==> config.mk <==
export PLATFORM = sky130hd
export DESIGN_NAME = convex_hull_gift_wrap_unit
export DESIGN_NICKNAME = d
export VERILOG_FILES = /design/src/rtl/chgw_pkg.sv /design/src/rtl/convex_hull_gift_wrap_unit.sv /design/src/rtl/chgw_ram.sv /design/src/rtl/chgw_cross.sv
export VERILOG_INCLUDE_DIRS = /design/src /design/src/rtl
export SDC_FILE = /design/constraint.sdc
export NUM_CORES = 2
export LEC_CHECK = 0
export ABC_AREA = 1
export BUFFER_PORTS_ARGS = -buffer_cell sky130_fd_sc_hd__buf_2
export CAP_MARGIN = 25
export CORE_MARGIN = 2
export CORE_UTILIZATION = 40
export DETAILED_ROUTE_END_ITERATION = 10
export PLACE_DENSITY = 0.68
export REMOVE_ABC_BUFFERS = 1
export SLEW_MARGIN = 30
export SYNTH_ARGS = -nofsm -noshare
export SYNTH_HDL_FRONTEND = slang
export SYNTH_SLANG_ARGS = --single-unit
==> constraint.sdc <==
create_clock -name i_clk -period 8.51 [get_ports i_clk]
set_input_delay 2.1275 -clock i_clk [delete_from_list [all_inputs] [get_ports i_clk]]
set_output_delay 2.1275 -clock i_clk [all_outputs]
set_load 0.01 [all_outputs]
==> src/rtl/convex_hull_gift_wrap_unit_assert.svh <==
// Assertion macros for the convex hull gift wrap unit.
// Included by the top level; no other dependencies.
`ifndef CONVEX_HULL_GIFT_WRAP_UNIT_ASSERT_SVH
`define CONVEX_HULL_GIFT_WRAP_UNIT_ASSERT_SVH
`ifndef SYNTH
`define CHGW_ASSERT(label, clk, rst_n, cond) \
    label: assert property (@(posedge clk) disable iff (!rst_n) (cond)) \
        else $error("chgw assertion failed");
`define CHGW_ASSERT_IMP(label, clk, rst_n, ante, cons) \
    label: assert property (@(posedge clk) disable iff (!rst_n) (ante) |-> (cons)) \
        else $error("chgw implication failed");
`define CHGW_ASSERT_NXT(label, clk, rst_n, ante, cons) \
    label: assert property (@(posedge clk) disable iff (!rst_n) (ante) |=> (cons)) \
        else $error("chgw next-cycle check failed");
`else
`define CHGW_ASSERT(label, clk, rst_n, cond)
`define CHGW_ASSERT_IMP(label, clk, rst_n, ante, cons)
`define CHGW_ASSERT_NXT(label, clk, rst_n, ante, cons)
`endif
`endif

==> src/rtl/chgw_pkg.sv <==
// Shared constants and types for the convex hull gift wrap unit.
// No dependencies.
`default_nettype none
package chgw_pkg;
    localparam int MAX_POINTS = 64;
    localparam int IDX_W      = $clog2(MAX_POINTS);
    localparam int CNT_W      = $clog2(MAX_POINTS + 1);
    localparam int COORD_W    = 16;
    localparam int DIFF_W     = COORD_W + 1;
    localparam int PROD_W     = 2 * DIFF_W;
    localparam int WORD_W     = 2 * COORD_W;
    localparam int MIN_HULL   = 3;

    typedef enum logic [1:0] {
        ST_OK  = 2'd0,
        ST_FEW = 2'd1,
        ST_CUT = 2'd2
    } t_status;

    typedef enum logic [3:0] {
        S_LOAD,
        S_MRD,
        S_MCMP,
        S_CRD,
        S_CLD,
        S_MA,
        S_MB,
        S_CMP,
        S_STEP,
        S_OUT
    } t_state;
endpackage
`default_nettype wire

==> src/rtl/convex_hull_gift_wrap_unit.sv <==
// Convex hull by gift wrapping: point store, sequencer and shared product unit.
// Depends on chgw_pkg, chgw_ram, chgw_cross and the assertion header.
//
// channel   direction  handshake            payload
// points    in         i_valid / o_ready    i_x, i_y, i_last
// vertices  out        o_valid / i_ready    o_x_res, o_y_res, o_last_res, o_status
//
// Loading accepts one point per cycle. After the last point the start search runs
// and then one hull step per vertex; one multiplier does both products of every
// turn test in turn. Reset clears the point count and returns to loading. No
// points are taken while the walk runs or a vertex waits.
`default_nettype none
`include "convex_hull_gift_wrap_unit_assert.svh"
module convex_hull_gift_wrap_unit (
    input  wire logic                                i_clk,
    input  wire logic                                i_rst_n,
    input  wire logic                                i_valid,
    output logic                                     o_ready,
    input  wire logic signed [chgw_pkg::COORD_W-1:0] i_x,
    input  wire logic signed [chgw_pkg::COORD_W-1:0] i_y,
    input  wire logic                                i_last,
    output logic                                     o_valid,
    input  wire logic                                i_ready,
    output logic      signed [chgw_pkg::COORD_W-1:0] o_x_res,
    output logic      signed [chgw_pkg::COORD_W-1:0] o_y_res,
    output logic                                     o_last_res,
    output chgw_pkg::t_status                        o_status
);
    import chgw_pkg::*;

    t_state                    r_state, n_state;
    logic [CNT_W-1:0]          r_count, n_count;
    logic [CNT_W-1:0]          r_n, n_n;
    logic [CNT_W-1:0]          r_i, n_i;
    logic [CNT_W-1:0]          r_k, n_k;
    logic [IDX_W-1:0]          r_start, n_start;
    logic [IDX_W-1:0]          r_p, n_p;
    logic [IDX_W-1:0]          r_c, n_c;
    logic signed [COORD_W-1:0] r_px, n_px, r_py, n_py;
    logic signed [COORD_W-1:0] r_cx, n_cx, r_cy, n_cy;
    logic signed [COORD_W-1:0] r_ix, n_ix, r_iy, n_iy;
    logic signed [PROD_W-1:0]  r_a, n_a;
    logic                      r_done, n_done;
    logic signed [COORD_W-1:0] r_ox, n_ox, r_oy, n_oy;
    logic                      r_olast, n_olast;
    t_status                   r_ost, n_ost;

    logic                      we;
    logic [IDX_W-1:0]          raddr;
    logic [WORD_W-1:0]         rdata;
    logic signed [COORD_W-1:0] rd_x, rd_y;
    logic signed [COORD_W-1:0] m_a1, m_b1, m_a2, m_b2;
    logic signed [PROD_W-1:0]  prod;
    logic signed [PROD_W:0]    turn;
    logic [CNT_W-1:0]          i_next;
    logic [CNT_W-1:0]          c_next;
    logic [CNT_W-1:0]          n_total;
    logic                      not_full;

    assign rd_x     = rdata[COORD_W-1:0];
    assign rd_y     = rdata[WORD_W-1:COORD_W];
    assign i_next   = r_i + CNT_W'(1);
    assign c_next   = {1'b0, r_p} + CNT_W'(1);
    assign not_full = r_count < CNT_W'(MAX_POINTS);
    assign n_total  = not_full ? r_count + CNT_W'(1) : r_count;
    assign turn     = {r_a[PROD_W-1], r_a} - {prod[PROD_W-1], prod};
    assign we       = (r_state == S_LOAD) && i_valid && not_full;

    chgw_ram #(.WIDTH(WORD_W), .DEPTH(MAX_POINTS)) u_store (
        .i_clk   (i_clk),
        .i_we    (we),
        .i_waddr (r_count[IDX_W-1:0]),
        .i_wdata ({i_y, i_x}),
        .i_raddr (raddr),
        .o_rdata (rdata)
    );

    chgw_cross u_cross (
        .i_clk  (i_clk),
        .i_a1   (m_a1),
        .i_b1   (m_b1),
        .i_a2   (m_a2),
        .i_b2   (m_b2),
        .o_prod (prod)
    );

    always_ff @(posedge i_clk) begin
        if (!i_rst_n) begin
            r_state <= S_LOAD;
            r_count <= '0;
            r_k     <= '0;
            r_done  <= 1'b0;
        end else begin
            r_state <= n_state;
            r_count <= n_count;
            r_k     <= n_k;
            r_done  <= n_done;
        end
    end

    always_ff @(posedge i_clk) begin
        r_n     <= n_n;
        r_i     <= n_i;
        r_start <= n_start;
        r_p     <= n_p;
        r_c     <= n_c;
        r_px    <= n_px;
        r_py    <= n_py;
        r_cx    <= n_cx;
        r_cy    <= n_cy;
        r_ix    <= n_ix;
        r_iy    <= n_iy;
        r_a     <= n_a;
        r_ox    <= n_ox;
        r_oy    <= n_oy;
        r_olast <= n_olast;
        r_ost   <= n_ost;
    end

    always_comb begin
        n_state = r_state;
        n_count = r_count;
        n_n     = r_n;
        n_i     = r_i;
        n_k     = r_k;
        n_start = r_start;
        n_p     = r_p;
        n_c     = r_c;
        n_px    = r_px;
        n_py    = r_py;
        n_cx    = r_cx;
        n_cy    = r_cy;
        n_ix    = r_ix;
        n_iy    = r_iy;
        n_a     = r_a;
        n_done  = r_done;
        n_ox    = r_ox;
        n_oy    = r_oy;
        n_olast = r_olast;
        n_ost   = r_ost;
        raddr   = r_i[IDX_W-1:0];
        m_a1    = rd_y;
        m_b1    = r_py;
        m_a2    = r_cx;
        m_b2    = rd_x;
        o_ready = 1'b0;
        o_valid = 1'b0;
        unique case (r_state)
            S_LOAD: begin
                o_ready = 1'b1;
                if (i_valid) begin
                    n_count = n_total;
                    if (i_last) begin
                        n_n     = n_total;
                        n_count = '0;
                        if (n_total < CNT_W'(MIN_HULL)) begin
                            n_ox    = '0;
                            n_oy    = '0;
                            n_olast = 1'b1;
                            n_ost   = ST_FEW;
                            n_done  = 1'b1;
                            n_state = S_OUT;
                        end else begin
                            n_state = S_MRD;
                        end
                    end
                end
            end
            S_MRD: begin
                raddr   = '0;
                n_i     = '0;
                n_state = S_MCMP;
            end
            S_MCMP: begin
                raddr = i_next[IDX_W-1:0];
                if (r_i == '0 || rd_x < r_px) begin
                    n_start = r_i[IDX_W-1:0];
                    n_p     = r_i[IDX_W-1:0];
                    n_px    = rd_x;
                    n_py    = rd_y;
                end
                n_i = i_next;
                if (i_next == r_n) begin
                    n_k     = '0;
                    n_state = S_CRD;
                end
            end
            S_CRD: begin
                if (c_next == r_n) begin
                    raddr = '0;
                    n_c   = '0;
                end else begin
                    raddr = c_next[IDX_W-1:0];
                    n_c   = c_next[IDX_W-1:0];
                end
                n_state = S_CLD;
            end
            S_CLD: begin
                n_cx    = rd_x;
                n_cy    = rd_y;
                raddr   = '0;
                n_i     = '0;
                n_state = S_MA;
            end
            S_MA: begin
                n_ix    = rd_x;
                n_iy    = rd_y;
                n_state = S_MB;
            end
            S_MB: begin
                m_a1    = r_ix;
                m_b1    = r_px;
                m_a2    = r_cy;
                m_b2    = r_iy;
                n_a     = prod;
                n_state = S_CMP;
            end
            S_CMP: begin
                raddr = i_next[IDX_W-1:0];
                if (turn[PROD_W]) begin
                    n_c  = r_i[IDX_W-1:0];
                    n_cx = r_ix;
                    n_cy = r_iy;
                end
                n_i = i_next;
                if (i_next == r_n) begin
                    n_state = S_STEP;
                end else begin
                    n_state = S_MA;
                end
            end
            S_STEP: begin
                n_state = S_OUT;
                if (r_c == r_start) begin
                    n_ox    = r_px;
                    n_oy    = r_py;
                    n_olast = 1'b1;
                    n_ost   = ST_OK;
                    n_done  = 1'b1;
                end else if (r_k >= CNT_W'(MAX_POINTS - 1)) begin
                    n_ox    = '0;
                    n_oy    = '0;
                    n_olast = 1'b1;
                    n_ost   = ST_CUT;
                    n_done  = 1'b1;
                end else begin
                    n_ox    = r_px;
                    n_oy    = r_py;
                    n_olast = 1'b0;
                    n_ost   = ST_OK;
                    n_done  = 1'b0;
                    n_k     = r_k + CNT_W'(1);
                    n_p     = r_c;
                    n_px    = r_cx;
                    n_py    = r_cy;
                end
            end
            S_OUT: begin
                o_valid = 1'b1;
                if (i_ready) begin
                    n_done  = 1'b0;
                    n_state = r_done ? S_LOAD : S_CRD;
                end
            end
            default: begin
                n_state = S_LOAD;
            end
        endcase
    end

    assign o_x_res    = r_ox;
    assign o_y_res    = r_oy;
    assign o_last_res = r_olast;
    assign o_status   = r_ost;

    `CHGW_ASSERT(a_no_overlap, i_clk, i_rst_n, !(o_ready && o_valid))
    `CHGW_ASSERT(a_count_cap, i_clk, i_rst_n, r_count <= CNT_W'(MAX_POINTS))
    `CHGW_ASSERT_IMP(a_bad_status_last, i_clk, i_rst_n, o_valid && o_status != ST_OK, o_last_res && o_x_res == '0 && o_y_res == '0)
    `CHGW_ASSERT_NXT(a_last_reloads, i_clk, i_rst_n, o_valid && i_ready && o_last_res, o_ready)
    `CHGW_ASSERT(a_walk_bound, i_clk, i_rst_n, r_k < CNT_W'(MAX_POINTS))
endmodule
`default_nettype wire

==> src/rtl/chgw_ram.sv <==
// Generic single write, single read RAM with registered read data.
// No dependencies.
`default_nettype none
module chgw_ram #(
    parameter int WIDTH = 32,
    parameter int DEPTH = 64
) (
    input  wire logic                     i_clk,
    input  wire logic                     i_we,
    input  wire logic [$clog2(DEPTH)-1:0] i_waddr,
    input  wire logic [WIDTH-1:0]         i_wdata,
    input  wire logic [$clog2(DEPTH)-1:0] i_raddr,
    output logic      [WIDTH-1:0]         o_rdata
);
    logic [WIDTH-1:0] r_mem [DEPTH];

    always_ff @(posedge i_clk) begin
        if (i_we) begin
            r_mem[i_waddr] <= i_wdata;
        end
        o_rdata <= r_mem[i_raddr];
    end
endmodule
`default_nettype wire

==> src/rtl/chgw_cross.sv <==
// Shared difference-product unit: registered (a1-b1)*(a2-b2).
// Depends on chgw_pkg.
`default_nettype none
module chgw_cross (
    input  wire logic                                 i_clk,
    input  wire logic signed [chgw_pkg::COORD_W-1:0]  i_a1,
    input  wire logic signed [chgw_pkg::COORD_W-1:0]  i_b1,
    input  wire logic signed [chgw_pkg::COORD_W-1:0]  i_a2,
    input  wire logic signed [chgw_pkg::COORD_W-1:0]  i_b2,
    output logic      signed [chgw_pkg::PROD_W-1:0]   o_prod
);
    import chgw_pkg::*;

    logic signed [DIFF_W-1:0] d1;
    logic signed [DIFF_W-1:0] d2;

    assign d1 = {i_a1[COORD_W-1], i_a1} - {i_b1[COORD_W-1], i_b1};
    assign d2 = {i_a2[COORD_W-1], i_a2} - {i_b2[COORD_W-1], i_b2};

    always_ff @(posedge i_clk) begin
        o_prod <= d1 * d2;
    end
endmodule
`default_nettype wire
=== After elaboration in Yosys (flattened, before gate mapping) ===
Memories as Yosys holds them, arrays and structs flattened. A register that Yosys moved wholly into a read port is not among the register bits.
Cells that the tools add are included.

* Add/subtract/negate cells: 7
* Multipliers: 1
* Order comparisons: 4
* Equality and inequality tests: 21
* Muxes and demuxes: 66
* Reductions and logical operators: 23

{| class="wikitable"
|+ Operators with widths
! cell !! count
|-
| $mux W16 || 19
|-
| $pmux W16 S2 || 6
|-
| $pmux W4 S10 || 1
|-
| $mux W7 || 5
|-
| $sub A34 B34 Y35 || 1
|-
| $mul A17 B17 Y34 || 1
|-
| $sub A16 B16 Y17 || 2
|-
| $mux W6 || 5
|-
| $pmux W7 S2 || 2
|-
| $mux W4 || 6
|-
| $pmux W6 S2 || 2
|-
| $add A7 B1 Y7 const B || 3
|-
| $pmux W6 S3 || 1
|-
| $eq A4 B3 Y1 const B || 4
|-
| $lt A16 B16 Y1 || 1
|-
| $ne A2 B2 Y1 const B || 8
|-
| $reduce_and A4 Y1 || 4
|-
| $eq A7 B7 Y1 || 2
|-
| $mux W2 || 6
|-
| $mux W1 || 10
|-
| $reduce_bool A2 Y1 || 5
|-
| $eq A4 B2 Y1 const B || 2
|-
| $eq A4 B4 Y1 const B || 2
|-
| $reduce_and A2 Y1 || 4
|-
| other kinds (18) || 20
|}

* Register bits after elaboration: 250
* Memory bits (writable): 2048
* Output and inout bits: 37
* Word-level logic and storage cells: 144
* Memories kept: 1

{| class="wikitable"
|+ Memories
! name !! words !! bits a word !! rd ports !! clocked after memory_dff !! write ports !! line !! source
|-
| u_store.r_mem || 64 || 32 || 1 || 1 || 1 || chgw_ram.sv:15 || <nowiki>logic [WIDTH-1:0] r_mem [DEPTH];</nowiki>
|}

=== Longest topological paths before layout ===
* Word-level depth: 7
* Gate-level depth with buffers: 46

=== By module ===
From an unflattened synthesis, not the netlist that was laid out.

* Cells, all modules: 9842
* Area total of the unflattened synthesis: 108046.1 um^2

{| class="wikitable"
|+ By module, submodules not included
! module !! instances !! cells an instance !! area each (um^2) !! sequential area each (um^2)
|-
| chgw_ram || 1 || 6769 || 82738.1 || 62139.6
|-
| chgw_cross || 1 || 1879 || 14161.1 || 680.7
|-
| convex_hull_gift_wrap_unit || 1 || 1194 || 11146.9 || 6296.0
|}

=== Least setup slack after synthesis ===
No wires, ideal clock.

* Path type: register -> register
* From: register r_state[2]
* To: register u_cross.o_prod[30] in the netlist's numbering
* Arrival: 8.897 ns
* Setup slack: -0.459 ns
* Stages on the path, launching flop included: 41
* Buffers on the path: 2
* Clock period less this slack: 8.969 ns
* Cells stage by stage: dfxtp_1 -> inv_1 -> nor2_2 -> nand2_1 -> inv_1 -> clkbuf_1 -> nand2_1 -> nand2_1 -> ha_1 -> inv_1 -> fa_1 -> nand3_1 -> nand2_1 -> nand2_1 -> o211ai_1 -> a21oi_1 -> o21bai_1 -> nand2_1 -> [5 not listed] -> clkbuf_1 -> nor2_1 -> fa_1 -> fa_1 -> fa_1 -> fa_1 -> fa_1 -> inv_1 -> fa_1 -> inv_1 -> ha_1 -> nand2_1 -> nor4_1 -> a21oi_1 -> o21ai_0 -> a31oi_1 -> o21ai_0 -> xor2_1

* Longest elaborated chain between the ends: 4
* Elaborated cells on any way between the ends: 8

{| class="wikitable"
|+ Ends and longest elaborated chain
! element !! line !! source
|-
| from (decl) || convex_hull_gift_wrap_unit.sv:31 || <nowiki>t_state r_state, n_state;</nowiki>
|-
| from (signal assigned) || convex_hull_gift_wrap_unit.sv:94 || <nowiki>r_state <= n_state;</nowiki>
|-
| $eq A4 B3 Y1 (*) || convex_hull_gift_wrap_unit.sv:148 || <nowiki>unique case (r_state)</nowiki>
|-
| $mux W16 || convex_hull_gift_wrap_unit.sv:148 ||
|-
| $sub A16 B16 Y17, on equally long branches || chgw_cross.sv:17, chgw_cross.sv:18 ||
|-
| $mul A17 B17 Y34 (*) || chgw_cross.sv:21 || <nowiki>o_prod <= d1 * d2;</nowiki>
|-
| to (signal assigned) || chgw_cross.sv:21 ||
|-
| to (decl) || chgw_cross.sv:10 || <nowiki>output logic signed [chgw_pkg::PROD_W-1:0] o_prod</nowiki>
|}

Every way passes the cells marked *; elsewhere a longest branch is shown, timed or not.
A chain may end at the register's enable or synchronous reset.

=== Final worst setup path ===
* From: register r_state[2]
* To: register u_cross.o_prod[32] in the netlist's numbering

Same word-level chain as after synthesis.

==> impl_results.md <==
* # hold bufs at CTS at 0
* Clk_lat worst skew at ~0.96 ns
* CP max FO at 32
* First-pass GRT wire length at 461000 microns
* Setup crit start kind: flop
* Syn_area_per_cell at 10.6 sq um
* Status: finished, violations left
* Clk sink count at 2330
* Req. time, crit path at 9.33 ns
* Slew HR at 0.246
* Max Cap Viol at 0
* Worst Hold Class: reg -> reg
* Worst Setup End Kind: flop
* Synth top area share at 0.600
* Area grow syn2layout at 11.4%
* Tmin final at 8.12 ns
* Root buffer cell: clkbuf_16
* Vias/cell at approximately 5.4
* Die height at 534 microns
* Largest area contributor in the netlist: edfxtp_1
* Initial antenna violation count at 8
* DRT antenna net count at 0
* Failing checks: DRC
* Final Slew Violations at 0
* Layout cells sized above 1 at 0.0738
* Most common cell after layout, fill and taps aside: nand2_1
* Slowest CP cell: fa_1
* Max incr delay on CP at 0.55 ns
* Clk slew on worst S/H paths at approximately 0.07 ns
* FF+latch count, synth at 2330
* GRT overflow at 0
* Synth unique cells at slightly below 50
* Rows at just under 200
* Nets at 11056
* Chip width at 534 microns
* Crit path DAT at 8.94 ns
* Clock Path Buffers at 4
* Vias in the first global route at about 74000
* Worst slew pin tran at 1.13 ns
* Dpl hpwl at 173000 microns
* Final Core Density at 0.448
* Post-Syn Instances at 10606
* Top post-synthesis cells by area: edfxtp_1, nand3_1, nand2_1, fa_1, inv_1
* # setup viols final at 0
* Final hold violations at 0
* Largest net degree at the start of global routing at 189
* H-tree Lvls at 4
* Initial Util at 0.402
* Post-Route WL at 307000 microns
* Core area at approximately 280000 sq um
* Num CTS Buffers at 242
* IO Count at 74
* Die area at ~290000 sq um
* Initial DRC count at 9509
* Most frequent cells in the layout: nand2_1, edfxtp_1, nand3_1
* Layout fillers at roughly 25000
* WL per Instance at 21.2 microns
* Max Fclk at 123 MHz
* Tcrit/Tclk final at 0.954
* Final Wtd Congestion at 0.922
* Pre-antenna DRT Iters at 9
* Gr usage total at 0.210
* IO buf count at 73
* Mapped Area at ~110000 sq um
* Post-synthesis sequential area ratio at 0.615
* Worst Setup Path Type: reg -> reg
* CTS tree: yes
* Syn. warnings at 0
* Skew final at about 0.12 ns
* Via count at 77631
* DRC errors left at 2
[final cells by class]
cell class | count | area (sq um) | area share
Multi-Input combinational cell | 6306 | 36100 | 0.288
Clock buffer | 305 | 6420 | 0.0513
Antenna cell | 5 | 12.5 | 0.0000999
Clock inverter | 133 | 1180 | 0.00943
Tap cell | 3724 | 4660 | 0.0372
Inverter | 1356 | 5120 | 0.0409
Sequential cell | 2330 | 69100 | 0.552
Timing Repair Buffer | 315 | 2580 | 0.0206
[sequential cells by signal (all words and copies together) (netlist names), 7 cells and up]
name             cells
r_py                16
r_iy                16
r_a                 34
o_y_res             16
r_count              7
o_x_res             16
r_i                  7
r_cx                16
r_cy                16
u_store.o_rdata     32
r_n                  7
r_k                  7
u_cross.o_prod      34
r_ix                16
r_px                16
u_store.r_mem     2048
[stage by stage]
stage	setup TNS (ns)	cells	area [sq um]	hold slack [ns]	setup slack [ns]
final	0	14474	125000	0.424	0.388
after global routing	-0.0527	14473	125000	0.433	-0.0513
after CTS	0	14460	125000	0.427	0.0736
after detailed placement	-0.138	14022	117000	0.414	-0.0648
after global placement	-0.0237	14019	117000	0.412	-0.0237
after floorplan	-1462.39	9991	110000	0.403	-44.73
[metal layers]
| metal | vias to the layer above | track usage | share of wire |
|---|---|---|---|
| met4 | 4 | 0.0706 | 0.031 |
| met3 | 611 | 0.0351 | 0.090 |
| met5 | - | 0 | 0.00011 |
| met1 | 37920 | 0.289 | 0.41 |
| li1 | 35581 | - | - |
| met2 | 3515 | 0.338 | 0.47 |
[Yosys cell counts (all sizes together)]
cell     count
o2111ai      1
o211ai       9
nor4         3
inv       1345
a21oi      106
and3         1
a31oi        7
a211oi       6
nand2     2476
a21o         4
o221ai       2
fa         299
xnor2       26
nand4       15
edfxtp    2245
buf        358
o21a         3
clkbuf     257
clkinv      11
o31ai        3
or2         10
nor3        46
nor2       262
o21bai       8
o21ai      163
xor2        51
nand3     2234
o22ai        5
a21boi       7
a221o        1
ha         169
o221a        1
dfxtp       85
nand3b     386
a2111oi      1
[what timing repair did]
| item | CTS | global route |
|---|---|---|
| gates cloned | 0 | 2 |
| setup endpoints to repair | 4 | 15 |
| pin swaps | 0 | 5 |
| gates resized for setup | 1 | 37 |
| buffers inserted | 0 | 6 |
[critical path, delay by kind of cell (launching register included)]
kind	cells	cell delay [ns]
adder cells (fa/ha/maj)	8	3.63
flip-flops	1	0.36
AND/OR/NAND/NOR	12	1.43
XOR/XNOR	2	0.33
buffers and inverters	7	0.94
AO/OA/AOI/OAI	10	1.35
[final timing paths]
check	to	slack, ns	start	depth (start not counted)
setup reg to reg	u_cross.o_prod[32]	0.39	r_state[2]	39
setup / recovery	u_cross.o_prod[32]	0.39	r_state[2]	39
hold reg to reg	r_a[3]	0.42	u_cross.o_prod[3]	0
hold / removal	r_a[3]	0.42	u_cross.o_prod[3]	0
[cell families after synthesis]
family | share of synthesized area
buffers and inverters | 0.0700
adder cells (fa/ha/maj) | 0.0721
XOR/XNOR | 0.00600
flip-flops | 0.615
AND/OR/NAND/NOR | 0.221
AO/OA/AOI/OAI | 0.0158
Power is not shown: default switching activity piles up to over one toggle a cycle in this logic, so the estimate is an artifact.
